<file path="config.mk">
export PLATFORM = sky130hd
export DESIGN_NAME = rc_serial_frame_parser
export DESIGN_NICKNAME = d
export VERILOG_FILES = /design/src/rtl/core/rcfp_pkg.sv /design/src/rtl/core/rcfp_ctrl.sv /design/src/rtl/core/rcfp_datapath.sv /design/src/rtl/core/rc_serial_frame_parser.sv
export SDC_FILE = /design/constraint.sdc
export NUM_CORES = 1
export LEC_CHECK = 0
export BUFFER_PORTS_ARGS = -buffer_cell sky130_fd_sc_hd__buf_4
export CORE_MARGIN = 8
export CORE_UTILIZATION = 30
export CTS_BUF_LIST = sky130_fd_sc_hd__clkbuf_4 sky130_fd_sc_hd__clkbuf_8
export DETAILED_ROUTE_END_ITERATION = 8
export GPL_TIMING_DRIVEN = 0
export PLACE_DENSITY = 0.46
export SYNTH_ARGS = -nofsm -noshare
export SYNTH_HDL_FRONTEND = slang
export SYNTH_HIERARCHICAL = 1
export SYNTH_SLANG_ARGS = --single-unit
</file>
<file path="constraint.sdc">
create_clock -name clk_i -period 4.9 [get_ports clk_i]
set_input_delay 0.245 -clock clk_i [delete_from_list [all_inputs] [get_ports clk_i]]
set_output_delay 0.245 -clock clk_i [all_outputs]
set_load 0.1 [all_outputs]
</file>
<file path="src/rtl/core/rcfp_pkg.sv">
package rcfp_pkg;

  // Frame layout
  localparam int unsigned NUM_CHANNELS = 14;
  localparam int unsigned DATA_BYTES   = 2 * NUM_CHANNELS;
  localparam int unsigned FINAL_POS    = DATA_BYTES + 1;

  // Field widths
  localparam int unsigned BYTE_W = 8;
  localparam int unsigned VAL_W  = 16;
  localparam int unsigned CHAN_W = 4;

  // Internal widths
  localparam int unsigned POS_W      = $clog2(FINAL_POS + 1);
  localparam int unsigned CH_IDX_W   = (NUM_CHANNELS > 1) ? $clog2(NUM_CHANNELS) : 1;

  // Frame constants
  localparam logic [BYTE_W-1:0] HDR_FIRST  = 8'h20;
  localparam logic [BYTE_W-1:0] HDR_SECOND = 8'h40;
  localparam logic [VAL_W-1:0]  SUM_INIT   = 16'hFFFF;

  // Controller to datapath commands
  typedef struct packed {
    logic hdr_first;   // first header seen: preset checksum
    logic hdr_second;  // second header seen: start data collection
    logic data_byte;   // channel, checksum low byte
    logic out_chan;    // load next channel result
    logic out_err;     // load error result
  } cmd_t;

  // Datapath to controller status
  typedef struct packed {
    logic is_hdr_first;
    logic is_hdr_second;
    logic pos_final;
    logic sum_ok;
    logic emit_last;
    logic out_free;
  } status_t;

endpackage

</file>
<file path="src/rtl/core/rcfp_ctrl.sv">
module rcfp_ctrl
  import rcfp_pkg::*;
(
  input  logic    clk_i,
  input  logic    rst_ni,
  input  logic    in_valid_i,
  output logic    in_ready_o,
  input  status_t status_i,
  output cmd_t    cmd_o
);

  localparam logic [1:0] ST_WAIT1 = 2'd0;
  localparam logic [1:0] ST_WAIT2 = 2'd1;
  localparam logic [1:0] ST_DATA  = 2'd2;
  localparam logic [1:0] ST_EMIT  = 2'd3;

  logic [1:0] state_q, state_d;
  logic       in_fire;

  // Hold off input while the channel run drains or the output register is full
  assign in_ready_o = status_i.out_free && (state_q != ST_EMIT);
  assign in_fire    = in_valid_i && in_ready_o;

  // Advance the parse and emit sequence
  always_comb begin
    state_d = state_q;
    cmd_o   = '0;
    unique case (state_q)
      ST_WAIT1: begin
        if (in_fire && status_i.is_hdr_first) begin
          cmd_o.hdr_first = 1'b1;
          state_d         = ST_WAIT2;
        end
      end
      ST_WAIT2: begin
        if (in_fire) begin
          if (status_i.is_hdr_second) begin
            cmd_o.hdr_second = 1'b1;
            state_d          = ST_DATA;
          end else begin
            state_d = ST_WAIT1;
          end
        end
      end
      ST_DATA: begin
        if (in_fire) begin
          if (!status_i.pos_final) begin
            cmd_o.data_byte = 1'b1;
          end else if (status_i.sum_ok) begin
            cmd_o.out_chan = 1'b1;
            state_d        = status_i.emit_last ? ST_WAIT1 : ST_EMIT;
          end else begin
            cmd_o.out_err = 1'b1;
            state_d       = ST_WAIT1;
          end
        end
      end
      ST_EMIT: begin
        if (status_i.out_free) begin
          cmd_o.out_chan = 1'b1;
          if (status_i.emit_last) begin
            state_d = ST_WAIT1;
          end
        end
      end
      default: begin
        state_d = ST_WAIT1;
      end
    endcase
  end

  always_ff @(posedge clk_i or negedge rst_ni) begin
    if (!rst_ni) begin
      state_q <= ST_WAIT1;
    end else begin
      state_q <= state_d;
    end
  end

`ifndef SYNTHESIS
  // A result is loaded only on the final byte or during the run
  a_out_source: assert property (@(posedge clk_i) disable iff (!rst_ni)
    (cmd_o.out_chan || cmd_o.out_err) |-> (state_q == ST_EMIT || state_q == ST_DATA))
    else $error("result loaded outside frame end");

  // The run ends back at header search
  a_run_end: assert property (@(posedge clk_i) disable iff (!rst_ni)
    (state_q == ST_EMIT && status_i.out_free && status_i.emit_last) |=>
      (state_q == ST_WAIT1))
    else $error("run did not end at header search");

  // Data collection begins only from the second header
  a_data_entry: assert property (@(posedge clk_i) disable iff (!rst_ni)
    (state_q != ST_DATA) ##1 (state_q == ST_DATA) |-> $past(cmd_o.hdr_second))
    else $error("data phase entered without second header");
`endif

endmodule

</file>
<file path="src/rtl/core/rcfp_datapath.sv">
module rcfp_datapath
  import rcfp_pkg::*;
(
  input  logic              clk_i,
  input  logic              rst_ni,
  input  logic [BYTE_W-1:0] rx_byte_i,
  input  cmd_t              cmd_i,
  output status_t           status_o,
  output logic              out_valid_o,
  input  logic              out_ready_i,
  output logic [CHAN_W-1:0] channel_index_o,
  output logic [VAL_W-1:0]  channel_value_o,
  output logic              frame_error_o,
  output logic              run_last_o
);

  logic [POS_W-1:0]    pos_q;
  logic [VAL_W-1:0]    sum_q;
  logic [BYTE_W-1:0]   low_q;
  logic [VAL_W-1:0]    store_q [NUM_CHANNELS];
  logic [CH_IDX_W-1:0] emit_idx_q;

  logic                out_valid_q;
  logic [CHAN_W-1:0]   out_index_q;
  logic [VAL_W-1:0]    out_value_q;
  logic                out_error_q;
  logic                out_last_q;

  logic                pos_data;
  logic                out_free;
  logic                emit_last;
  logic [VAL_W-1:0]    sum_sub;

  assign pos_data  = (pos_q < POS_W'(DATA_BYTES));
  assign out_free  = !out_valid_q || out_ready_i;
  assign emit_last = (emit_idx_q == CH_IDX_W'(NUM_CHANNELS - 1));
  assign sum_sub   = sum_q - {{(VAL_W-BYTE_W){1'b0}}, rx_byte_i};

  assign status_o.is_hdr_first  = (rx_byte_i == HDR_FIRST);
  assign status_o.is_hdr_second = (rx_byte_i == HDR_SECOND);
  assign status_o.pos_final     = (pos_q == POS_W'(FINAL_POS));
  assign status_o.sum_ok        = ({rx_byte_i, low_q} == sum_q);
  assign status_o.emit_last     = emit_last;
  assign status_o.out_free      = out_free;

  // Track byte position, checksum, the pending low byte and the emit index
  always_ff @(posedge clk_i or negedge rst_ni) begin
    if (!rst_ni) begin
      pos_q      <= '0;
      sum_q      <= SUM_INIT;
      low_q      <= '0;
      emit_idx_q <= '0;
    end else begin
      if (cmd_i.hdr_first) begin
        sum_q <= SUM_INIT - {{(VAL_W-BYTE_W){1'b0}}, HDR_FIRST};
      end
      if (cmd_i.hdr_second) begin
        sum_q      <= sum_sub;
        pos_q      <= '0;
        emit_idx_q <= '0;
      end
      if (cmd_i.data_byte) begin
        pos_q <= pos_q + POS_W'(1);
        if (pos_data) begin
          sum_q <= sum_sub;
        end
        if (!pos_data || !pos_q[0]) begin
          low_q <= rx_byte_i;
        end
      end
      if (cmd_i.out_chan || cmd_i.out_err) begin
        pos_q <= '0;
      end
      if (cmd_i.out_chan && !emit_last) begin
        emit_idx_q <= emit_idx_q + CH_IDX_W'(1);
      end
    end
  end

  // Write a channel value on the high byte of each pair
  always_ff @(posedge clk_i) begin
    if (cmd_i.data_byte && pos_data && pos_q[0]) begin
      store_q[pos_q[CH_IDX_W:1]] <= {rx_byte_i, low_q};
    end
  end

  // Output register valid flag
  always_ff @(posedge clk_i or negedge rst_ni) begin
    if (!rst_ni) begin
      out_valid_q <= 1'b0;
    end else if (cmd_i.out_chan || cmd_i.out_err) begin
      out_valid_q <= 1'b1;
    end else if (out_ready_i) begin
      out_valid_q <= 1'b0;
    end
  end

  // Load result payload
  always_ff @(posedge clk_i) begin
    if (cmd_i.out_err) begin
      out_index_q <= '0;
      out_value_q <= '0;
      out_error_q <= 1'b1;
      out_last_q  <= 1'b1;
    end else if (cmd_i.out_chan) begin
      out_index_q <= CHAN_W'(emit_idx_q);
      out_value_q <= store_q[emit_idx_q];
      out_error_q <= 1'b0;
      out_last_q  <= emit_last;
    end
  end

  assign out_valid_o     = out_valid_q;
  assign channel_index_o = out_index_q;
  assign channel_value_o = out_value_q;
  assign frame_error_o   = out_error_q;
  assign run_last_o      = out_last_q;

`ifndef SYNTHESIS
  // Never overwrite a result that is still waiting
  a_no_overwrite: assert property (@(posedge clk_i) disable iff (!rst_ni)
    (cmd_i.out_chan || cmd_i.out_err) |-> out_free)
    else $error("result overwritten before transaction");

  // An error result is a run of one with empty payload
  a_err_shape: assert property (@(posedge clk_i) disable iff (!rst_ni)
    cmd_i.out_err |=> (out_last_q && out_index_q == '0 && out_value_q == '0))
    else $error("malformed error result");

  // Channel and error loads exclude each other
  a_load_excl: assert property (@(posedge clk_i) disable iff (!rst_ni)
    !(cmd_i.out_chan && cmd_i.out_err))
    else $error("channel and error load together");
`endif

endmodule

</file>
<file path="src/rtl/core/rc_serial_frame_parser.sv">
// Byte-serial receiver for the 32-byte RC frame: header 0x20 0x40, fourteen
// little-endian 16-bit channels, then a little-endian checksum equal to 0xFFFF
// minus all preceding bytes. The final byte of a frame yields either one
// error result or a run of NUM_CHANNELS channel results, one per cycle while
// the output side is ready, through a single output register; input is held
// off until the last channel result is loaded into that register.
module rc_serial_frame_parser
  import rcfp_pkg::*;
(
  input  logic              clk_i,
  input  logic              rst_ni,
  input  logic              in_valid_i,
  output logic              in_ready_o,
  input  logic [BYTE_W-1:0] rx_byte_i,
  output logic              out_valid_o,
  input  logic              out_ready_i,
  output logic [CHAN_W-1:0] channel_index_o,
  output logic [VAL_W-1:0]  channel_value_o,
  output logic              frame_error_o,
  output logic              run_last_o
);

  cmd_t    cmd;
  status_t status;

  // Parse and run sequencing
  rcfp_ctrl u_ctrl (
    .clk_i      (clk_i),
    .rst_ni     (rst_ni),
    .in_valid_i (in_valid_i),
    .in_ready_o (in_ready_o),
    .status_i   (status),
    .cmd_o      (cmd)
  );

  // Checksum, channel store and output register
  rcfp_datapath u_datapath (
    .clk_i           (clk_i),
    .rst_ni          (rst_ni),
    .rx_byte_i       (rx_byte_i),
    .cmd_i           (cmd),
    .status_o        (status),
    .out_valid_o     (out_valid_o),
    .out_ready_i     (out_ready_i),
    .channel_index_o (channel_index_o),
    .channel_value_o (channel_value_o),
    .frame_error_o   (frame_error_o),
    .run_last_o      (run_last_o)
  );

endmodule

</file>
# Word level (Yosys, flattened, before mapping)
# Memory sizes are Yosys's and may differ from the RTL's. A register that Yosys moved wholly into a read port is not among the register bits.
# Index checks and enable logic that the tools add are counted.
dict set report totals {
  regBits 42
  latch_bits 0
  ramBits 224
  mem_bits_ro 0
  inputBits 12
  output_inout_bits 24
  elab_cells 85
  memories 1
}
dict set report op_classes {
  addsub 3
  n_mul 0
  n_div 0
  magnitude_cmp 1
  n_eq_ne 15
  shift 0
  muxes 37
  n_bitwise 0
  reduce_logical 19
}
# memory depth width rd rd_clocked_by_memory_dff wr line_no
set memory_table {}
lappend memory_table {u_datapath.store_q 14 16 1 1 1 rcfp_datapath.sv:20} ;# logic [VAL_W-1:0] store_q [NUM_CHANNELS];
# op n
set op_table {}
lappend op_table {{$mux W16} 4}
lappend op_table {{$mux W2} 10}
lappend op_table {{$eq A16 B16 Y1} 1}
lappend op_table {{$sub A16 B8 Y16} 1}
lappend op_table {{$mux W1} 15}
lappend op_table {{$mux W5} 3}
lappend op_table {{$ne A2 B1 Y1 const B} 6}
lappend op_table {{$eq A8 B6 Y1 const B} 1}
lappend op_table {{$eq A8 B7 Y1 const B} 1}
lappend op_table {{$mux W4} 2}
lappend op_table {{$pmux W2 S4} 1}
lappend op_table {{$logic_and A1 B1 Y1} 6}
lappend op_table {{$reduce_and A6 Y1} 1}
lappend op_table {{$add A5 B1 Y5 const B} 1}
lappend op_table {{$eq A5 B5 Y1 const B} 1}
lappend op_table {{$lt A5 B5 Y1 const B} 1}
lappend op_table {{$add A4 B1 Y4 const B} 1}
lappend op_table {{$eq A2 B2 Y1 const B} 2}
lappend op_table {{$eq A4 B4 Y1 const B} 1}
lappend op_table {{$logic_not A1 Y1} 4}
lappend op_table {{$reduce_bool A2 Y1} 2}
lappend op_table {{$logic_or A1 B1 Y1} 3}
lappend op_table {{$mux W3} 1}
lappend op_table {{$reduce_bool A3 Y1} 1}
lappend op_table {{5 further kinds} 5}

# Depth between registers and ports, before layout
# Gate-level depths: netlist of run 1.
dict set report logic_depth {
  word_depth 11
  ltp_mapped 12
  ltp_nobuf 10
}

# Cells and area by module
# The synthesis of run 1 kept the hierarchy.
# module instances cells_each area_each_um2
set modules_own_cells {}
lappend modules_own_cells {rcfp_datapath 1 811 11653.7}
lappend modules_own_cells {rcfp_ctrl 1 29 247.7}

# Worst setup path before layout of run 1
# Ideal clock, no wire load.
dict set report synth_path {
  path_kind {register -> register}
  from {register u_datapath.out_valid_q (netlist: u_datapath/out_valid_o)}
  to {memory u_datapath.store_q[0][0], enable pin}
  arrival_time_ps 3236
  slack_ps 1255
  path_stages_with_launch 8
  synth_period_minus_slack_ps 3645
  path_cell_list {dfrtp_1 nand2b_1 buf_4 nand2_1 nor3_1 nand2_1 or3_1 nor3_1}
}
# item line_no
set synth_rtl {}
lappend synth_rtl {{start: declaration} rcfp_datapath.sv:23} ;# logic out_valid_q;
lappend synth_rtl {{start signal: assignment} rcfp_datapath.sv:90} ;# out_valid_q <= 1'b0;
lappend synth_rtl {{start signal: assignment} rcfp_datapath.sv:92} ;# out_valid_q <= 1'b1;
lappend synth_rtl {{start signal: assignment} rcfp_datapath.sv:94} ;# out_valid_q <= 1'b0;
lappend synth_rtl {{end: declaration} rcfp_datapath.sv:20}

==> impl_metrics.env, run 1 <==
export IMPL_status="completed"
export IMPL_hpwl_mm=21.2
export IMPL_nNetsFinal=969
export IMPL_setup_ws_ns=0.450
export IMPL_cts_buffer_depth=3
export IMPL_cts_tree="yes"
export IMPL_regToRegStartpoint="u_datapath/low_q[6]"
export IMPL_path_max_fanout=16
export IMPL_powerDensity_nw_per_um2=351
export IMPL_first_pass_iters=5
export IMPL_synthArstFlopShare=0.128
export IMPL_antenna_cells=0
export IMPL_clock_sinks=282
export IMPL_clk_latency_ns=0.58
export IMPL_cpMostUsedCell="a21oi_1"
export IMPL_drv_slew=0
export IMPL_r2r_end="u_datapath/channel_value_o[3]"
export IMPL_hp_start="rx_byte_i[7]"
export IMPL_period_minus_slack_ns=4.45
export IMPL_syn_area_um2=11900
export IMPL_grt_antenna_before_repair=0
export IMPL_viasPerCell=4.83
export IMPL_crit_required_ns=5.39
export IMPL_drt_total_wl_mm=31.5
export IMPL_nFillCells=3879
export IMPL_cp_buffers_inverters=1
export IMPL_maxSlewHeadroom=0.140
export IMPL_min_path_type="primary input to register"
export IMPL_numPortBuffers=35
export IMPL_ys_top_cells_by_count="edfxtp_1, mux2i_1, a21oi_1"
export IMPL_grt_overflow=0
export IMPL_path_cells="xnor2_1 > nand4_1 > nor4_1 > a31oi_1 > nor2_1 > buf_1 > nand2_1 > a21oi_1 > nand3_1 > a21oi_1"
export IMPL_cts_htree_levels=2
export IMPL_grt_pass1_wl_mm=47.3
export IMPL_synth_most_common_cell="edfxtp_1"
export IMPL_synth_fp_nets=865
export IMPL_finClkSkew_ns=0.0254
export IMPL_setup_viol=0
export IMPL_ys_flop_type="edfxtp_1"
export IMPL_fmaxAchievable_ghz=0.225
export IMPL_synth_seq_area_share=0.680
export IMPL_endpoint_kind="register"
export IMPL_synth_distinct_cells=62
export IMPL_hold_viol=0
export IMPL_io_pins=36
export IMPL_gp_congestion=0.806
export IMPL_critPathSlowestCell="dfrtp_1"
export IMPL_cp_top_family="simple AND/OR/NAND/NOR gates"
export IMPL_final_util=0.358
export IMPL_yosys_warnings=6
export IMPL_vias=7284
export IMPL_synthTopCellsByArea="edfxtp_1, mux2i_1, dfrtp_1"
export IMPL_synth_ff_latch_count=282
export IMPL_drive_above_1_share=0.222
export IMPL_critical_path_class="register to register"
export IMPL_drt_initial_drc_count=599
export IMPL_root_buffer="clkbuf_8"
export IMPL_leakagePower_nw=4.77
export IMPL_worst_pin_slew_ns=1.28
export IMPL_reg2reg_slack_ns=0.45
export IMPL_holdPathEnd="u_datapath/store_q[0][15]"
export IMPL_die_h_um=215
export IMPL_die_area_um2=46300
export IMPL_rows=73
export IMPL_core_um2=39500
export IMPL_syn_inst=840
export IMPL_period_share=0.908
export IMPL_hold_ws_ns=0.0427
export IMPL_grt_max_degree=37
export IMPL_cp_arrival_ns=4.94
export IMPL_post_cts_resized=0
export IMPL_pre_cts_ws_ns=0.502
export IMPL_initial_core_util=0.302
export IMPL_clk_pin_slew_worst_paths_ns=0.06
export IMPL_grt_usage=0.133
export IMPL_avgSynthCellArea_um2=14.2
export IMPL_numCtsBuffers=49
export IMPL_critPathMaxStageDelay_ns=0.81
export IMPL_peakVddDrop_mv=0.147
export IMPL_drc=0
export IMPL_startpoint_type="register"
export IMPL_area_growth_pct=18.8
export IMPL_maxCapViolCount=0
export IMPL_dieWidth_um=215
export IMPL_first_global_vias=7346
export IMPL_multi_input_area_um2=3570
export IMPL_detail_route_antenna_nets=0
export IMPL_wl_per_cell_um=20.9
export IMPL_yosys_area_top_type="edfxtp_1"
export IMPL_r2r_cells=10
export IMPL_grt_setup_unrepaired="false"
export IMPL_synth_edf_count=224
export IMPL_seq_area_um2=8090
export IMPL_synth_top_area_share=0.565
export IMPL_hold_path_depth=1
==> state kept, by name, summed over array words and instances, names as in the netlist <==
register / cells
u_datapath/pos_q: 5
u_datapath/run_last_o: 1
u_datapath/emit_idx_q: 4
u_datapath/sum_q: 16
u_datapath/channel_value_o: 16
u_datapath/out_valid_o: 1
u_ctrl/state_q: 2
u_datapath/low_q: 8
u_datapath/frame_error_o: 1
u_datapath/channel_index_o: 4
u_datapath/store_q: 224
==> where the power goes <==
group | internal [mW] | switching, mW | leakage [nW] | total, mW
Combinational | 0.0568 | 0.0827 | 1.53 | 0.140
Clock | 1.25 | 0.934 | 0.539 | 2.18
Sequential | 2.61 | 0.0365 | 2.70 | 2.64
Total | 3.91 | 1.05 | 4.77 | 4.97
==> how the worst max path moves through the flow <==
stage | endpoint | slack (ns) | from | cells after the start
3_5_place_dp | u_datapath/channel_value_o[11] | 0.50 | u_datapath/low_q[6] | 9
6_report | u_datapath/channel_value_o[3] | 0.45 | u_datapath/low_q[6] | 10
2_1_floorplan | u_datapath/store_q[0][0] | 1.25 | u_datapath/out_valid_o | 7
4_1_cts | u_datapath/channel_value_o[3] | 0.48 | u_datapath/low_q[6] | 10
5_1_grt | u_datapath/channel_value_o[6] | 0.20 | u_datapath/low_q[6] | 10
3_3_place_gp | u_datapath/store_q[0][6] | -0.49 | u_datapath/pos_q[1] | 9
==> per-stage QoR <==
step	std cells	TNS, ns	total power, mW	area (um^2)
CTS	1508	0	5.05	14100
floorplan	840	0	2.76	11900
detailed placement	1416	0	2.83	13100
global route	1508	0	5.17	14100
global placement	1400	-13.95	2.83	12800
finish	1508	0	4.97	14100
==> logic make-up (layout without fill, tap and decap cells) <==
kind of cell,after synthesis,in the layout,synth area share
compound gates,186,186,0.104
xor+xnor,19,19,0.0140
fa+ha+maj,13,13,0.0143
buf+inv,66,209,0.0244
flops,282,282,0.680
mux,107,107,0.0927
simple gates,167,167,0.0710
==> layout by cell type (no fill, tap or decap), drive strengths merged, types with 3 or more instances in the layout <==
cell / count
dfstp: 16
nor3: 19
a311oi: 9
clkbuf: 104
nor4: 7
a22oi: 27
nand4: 6
nand2: 47
o211ai: 8
ha: 12
xnor2: 17
nor2b: 18
a211oi: 18
nand3: 17
o22ai: 14
a21oi: 54
edfxtp: 224
inv: 18
dfrtp: 20
dfxtp: 22
buf: 73
nand2b: 9
and2: 4
a21boi: 3
clkinv: 11
a21o: 5
mux2i: 84
o21ai: 30
a31oi: 6
mux2: 23
nor2: 31
==> layer usage <==
| layer | up-vias | track usage | wire length [um] |
|---|---|---|---|
| met5 | - | 0 | 0 |
| met4 | 0 | 0.0427 | 806 |
| met3 | 59 | 0.0268 | 1430 |
| met2 | 175 | 0.216 | 14700 |
| met1 | 3612 | 0.178 | 14600 |
| li1 | 3438 | - | - |
==> repair_timing <==
item / CTS / global route
hold buffers: 2 / 0
setup buffers: 0 / 0
hold endpoints to repair: 26 / 0
==> area by class of cell <==
| type | count | area share |
|---|---|---|
| buffer | 49 | 0.0160 |
| clock buffer | 77 | 0.0652 |
| clock inverter | 13 | 0.00628 |
| inverter | 17 | 0.00451 |
| multi-input combinational | 492 | 0.252 |
| sequential | 282 | 0.572 |
| tap | 525 | 0.0465 |
| timing repair buffer | 53 | 0.0369 |
No activity file was read; power rests on OpenSTA's default activity.
==> run 2: changes to the inputs <==
- BUFFER_PORTS_ARGS: -buffer_cell sky130_fd_sc_hd__buf_4 -> default
- DONT_BUFFER_PORTS: default -> 1
==> run 2 against run 1 <==
Effect of this change:
- maximum frequency is 5.5% higher
- combinational power is 4% lower
- cell count shrank 2.1%
- flip-flop and latch count stayed put
- sequential power about the same
- final area decreased by 1.0%
- global-route usage increased by 0.37 points
- clock-buffer cell count shrank 4
- clock power is 4% higher
- register-to-register slack better by 0.23 ns
- clock skew increased by 0.017 ns
- highest routed layer is now met5
- utilization shrank 0.37 points
==> impl_metrics.env, run 2 (synthesis gave the netlist of run 1 again) <==
export IMPL_status="completed"
export IMPL_pre_cts_ws_ns=0.573
export IMPL_startpoint_type="register"
export IMPL_seq_area_um2=8090
export IMPL_detail_route_antenna_nets=0
export IMPL_numCtsBuffers=49
export IMPL_leakagePower_nw=4.63
export IMPL_cts_tree="yes"
export IMPL_grt_max_degree=37
export IMPL_endpoint_kind="register"
export IMPL_die_area_um2=46300
export IMPL_drt_initial_drc_count=579
export IMPL_holdPathEnd="u_ctrl/state_q[0]"
export IMPL_r2r_end="u_datapath/channel_value_o[11]"
export IMPL_setup_tns_final_ns=0
export IMPL_finalPower_mw=5.05
export IMPL_crit_required_ns=5.41
export IMPL_core_um2=39500
export IMPL_period_share=0.861
export IMPL_initial_core_util=0.302
export IMPL_maxCapViolCount=0
export IMPL_drv_slew=0
export IMPL_cp_arrival_ns=4.73
export IMPL_gp_congestion=0.770
export IMPL_cts_htree_levels=2
export IMPL_hold_viol=0
export IMPL_clk_pin_slew_worst_paths_ns=0.06
export IMPL_nFillCells=3812
export IMPL_cts_buffer_depth=3
export IMPL_die_h_um=215
export IMPL_worst_pin_slew_ns=1.23
export IMPL_maxSlewHeadroom=0.178
export IMPL_drc=0
export IMPL_grt_overflow=0
export IMPL_drive_above_1_share=0.194
export IMPL_grt_setup_unrepaired="false"
export IMPL_nNetsFinal=941
export IMPL_highest_layer="met5"
export IMPL_period_minus_slack_ns=4.22
export IMPL_dr_wl_met2_mm=14.8
export IMPL_hpwl_mm=20.9
export IMPL_layout_commonest_cell="edfxtp_1"
export IMPL_min_path_type="primary input to register"
export IMPL_finalNonFillerCells=1476
export IMPL_finClkSkew_ns=0.0423
export IMPL_numPortBuffers=0
export IMPL_multi_input_area_um2=3570
export IMPL_critical_path_class="register to register"
export IMPL_dieWidth_um=215
export IMPL_path_max_fanout=16
export IMPL_hold_buffers=11
export IMPL_viasPerCell=4.86
export IMPL_clock_sinks=282
export IMPL_first_global_vias=7229
export IMPL_root_buffer="clkbuf_8"
export IMPL_postCtsSetupBuffers=0
export IMPL_most_common_layout_cells="edfxtp_1, mux2i_1, a21oi_1"
export IMPL_peakVddDrop_mv=0.142
export IMPL_grt_pass1_wl_mm=48.1
export IMPL_grt_antenna_before_repair=1
export IMPL_drt_total_wl_mm=32.3
export IMPL_wl_per_cell_um=21.9
export IMPL_hold_path_depth=3
export IMPL_area_growth_pct=17.5
export IMPL_io_pins=36
export IMPL_final_util=0.355
export IMPL_largest_register_ffs=224
export IMPL_dp_cells=1379
export IMPL_grt_usage=0.137
export IMPL_powerDensity_nw_per_um2=361
export IMPL_clk_latency_ns=0.59
export IMPL_first_pass_iters=5
export IMPL_regToRegStartpoint="u_datapath/low_q[6]"
export IMPL_reg2reg_slack_ns=0.68
export IMPL_wl_met3_mm=1.42
export IMPL_wl_met1_mm=15.2
export IMPL_hp_start="in_valid_i"
export IMPL_setup_ws_ns=0.682
export IMPL_r2r_cells=9
export IMPL_rows=73
export IMPL_vias=7179
export IMPL_setup_viol=0
export IMPL_fmaxAchievable_ghz=0.237
export IMPL_post_cts_resized=0
## run 2: cell types whose count changed in the layout (fill, tap and decap cells not counted), moves of 3 or more
cell | previous run | this run
clkbuf_8 | 55 | 51
buf_6 | 8 | 5
dlygate4sd3_1 | 2 | 10
bufinv_16 | 1 | 4
buf_4 | 39 | 4
clkinv_2 | 1 | 4
clkinv_1 | 10 | 4
## run 2: where the power goes
part | switching [mW] | internal (mW)
Sequential | 0.0359 | 2.61
Clock | 0.938 | 1.34
Combinational | 0.0776 | 0.0571
Total | 1.05 | 4.00
## run 2: metrics by stage
step	hold slack (ns)	area, um^2
after detailed placement	-0.0460	12800
after global placement	-0.0460	12600
after CTS	0.0308	14000
after global routing	0.0450	14000
final	0.0767	14000
after floorplan	-0.0506	11900
## run 2: per-layer routing
layer	up-vias	track usage
li1	3372	-
met1	3607	0.187
met2	144	0.215
met3	54	0.0287
met4	2	0.0470
met5	-	0
## run 2: how the worst max path moves through the flow
stage | start | end | slack [ns] | cells past startpoint
2_1_floorplan | u_datapath/out_valid_o | u_datapath/store_q[0][0] | 1.25 | 7
3_3_place_gp | u_datapath/out_valid_o | u_datapath/store_q[0][12] | -0.49 | 7
3_5_place_dp | u_datapath/low_q[7] | u_datapath/channel_value_o[11] | 0.57 | 9
4_1_cts | u_datapath/low_q[7] | u_datapath/channel_value_o[11] | 0.58 | 9
5_1_grt | u_datapath/low_q[6] | u_datapath/channel_value_o[4] | 0.29 | 10
6_report | u_datapath/low_q[6] | u_datapath/channel_value_o[11] | 0.68 | 9
## run 2: worst max-delay path, stage by stage (launching register included)
cell and delay (ns):
dfrtp_1 0.76, xnor2_1 0.19, nand4_1 0.11, nor4_1 0.60, a31oi_1 0.15, nor2_1 0.48
buf_1 0.76, clkbuf_1 0.58, o211ai_1 0.29, a21oi_1 0.21
## run 2: area by class of cell
cell class | instances | share of cell area
Multi-Input combinational cell | 492 | 0.255
Clock inverter | 12 | 0.0114
Buffer | 49 | 0.0162
Sequential cell | 282 | 0.578
Timing Repair Buffer | 25 | 0.0252
Tap cell | 525 | 0.0470
Clock buffer | 73 | 0.0620
Antenna cell | 1 | 0.000179
Inverter | 17 | 0.00456
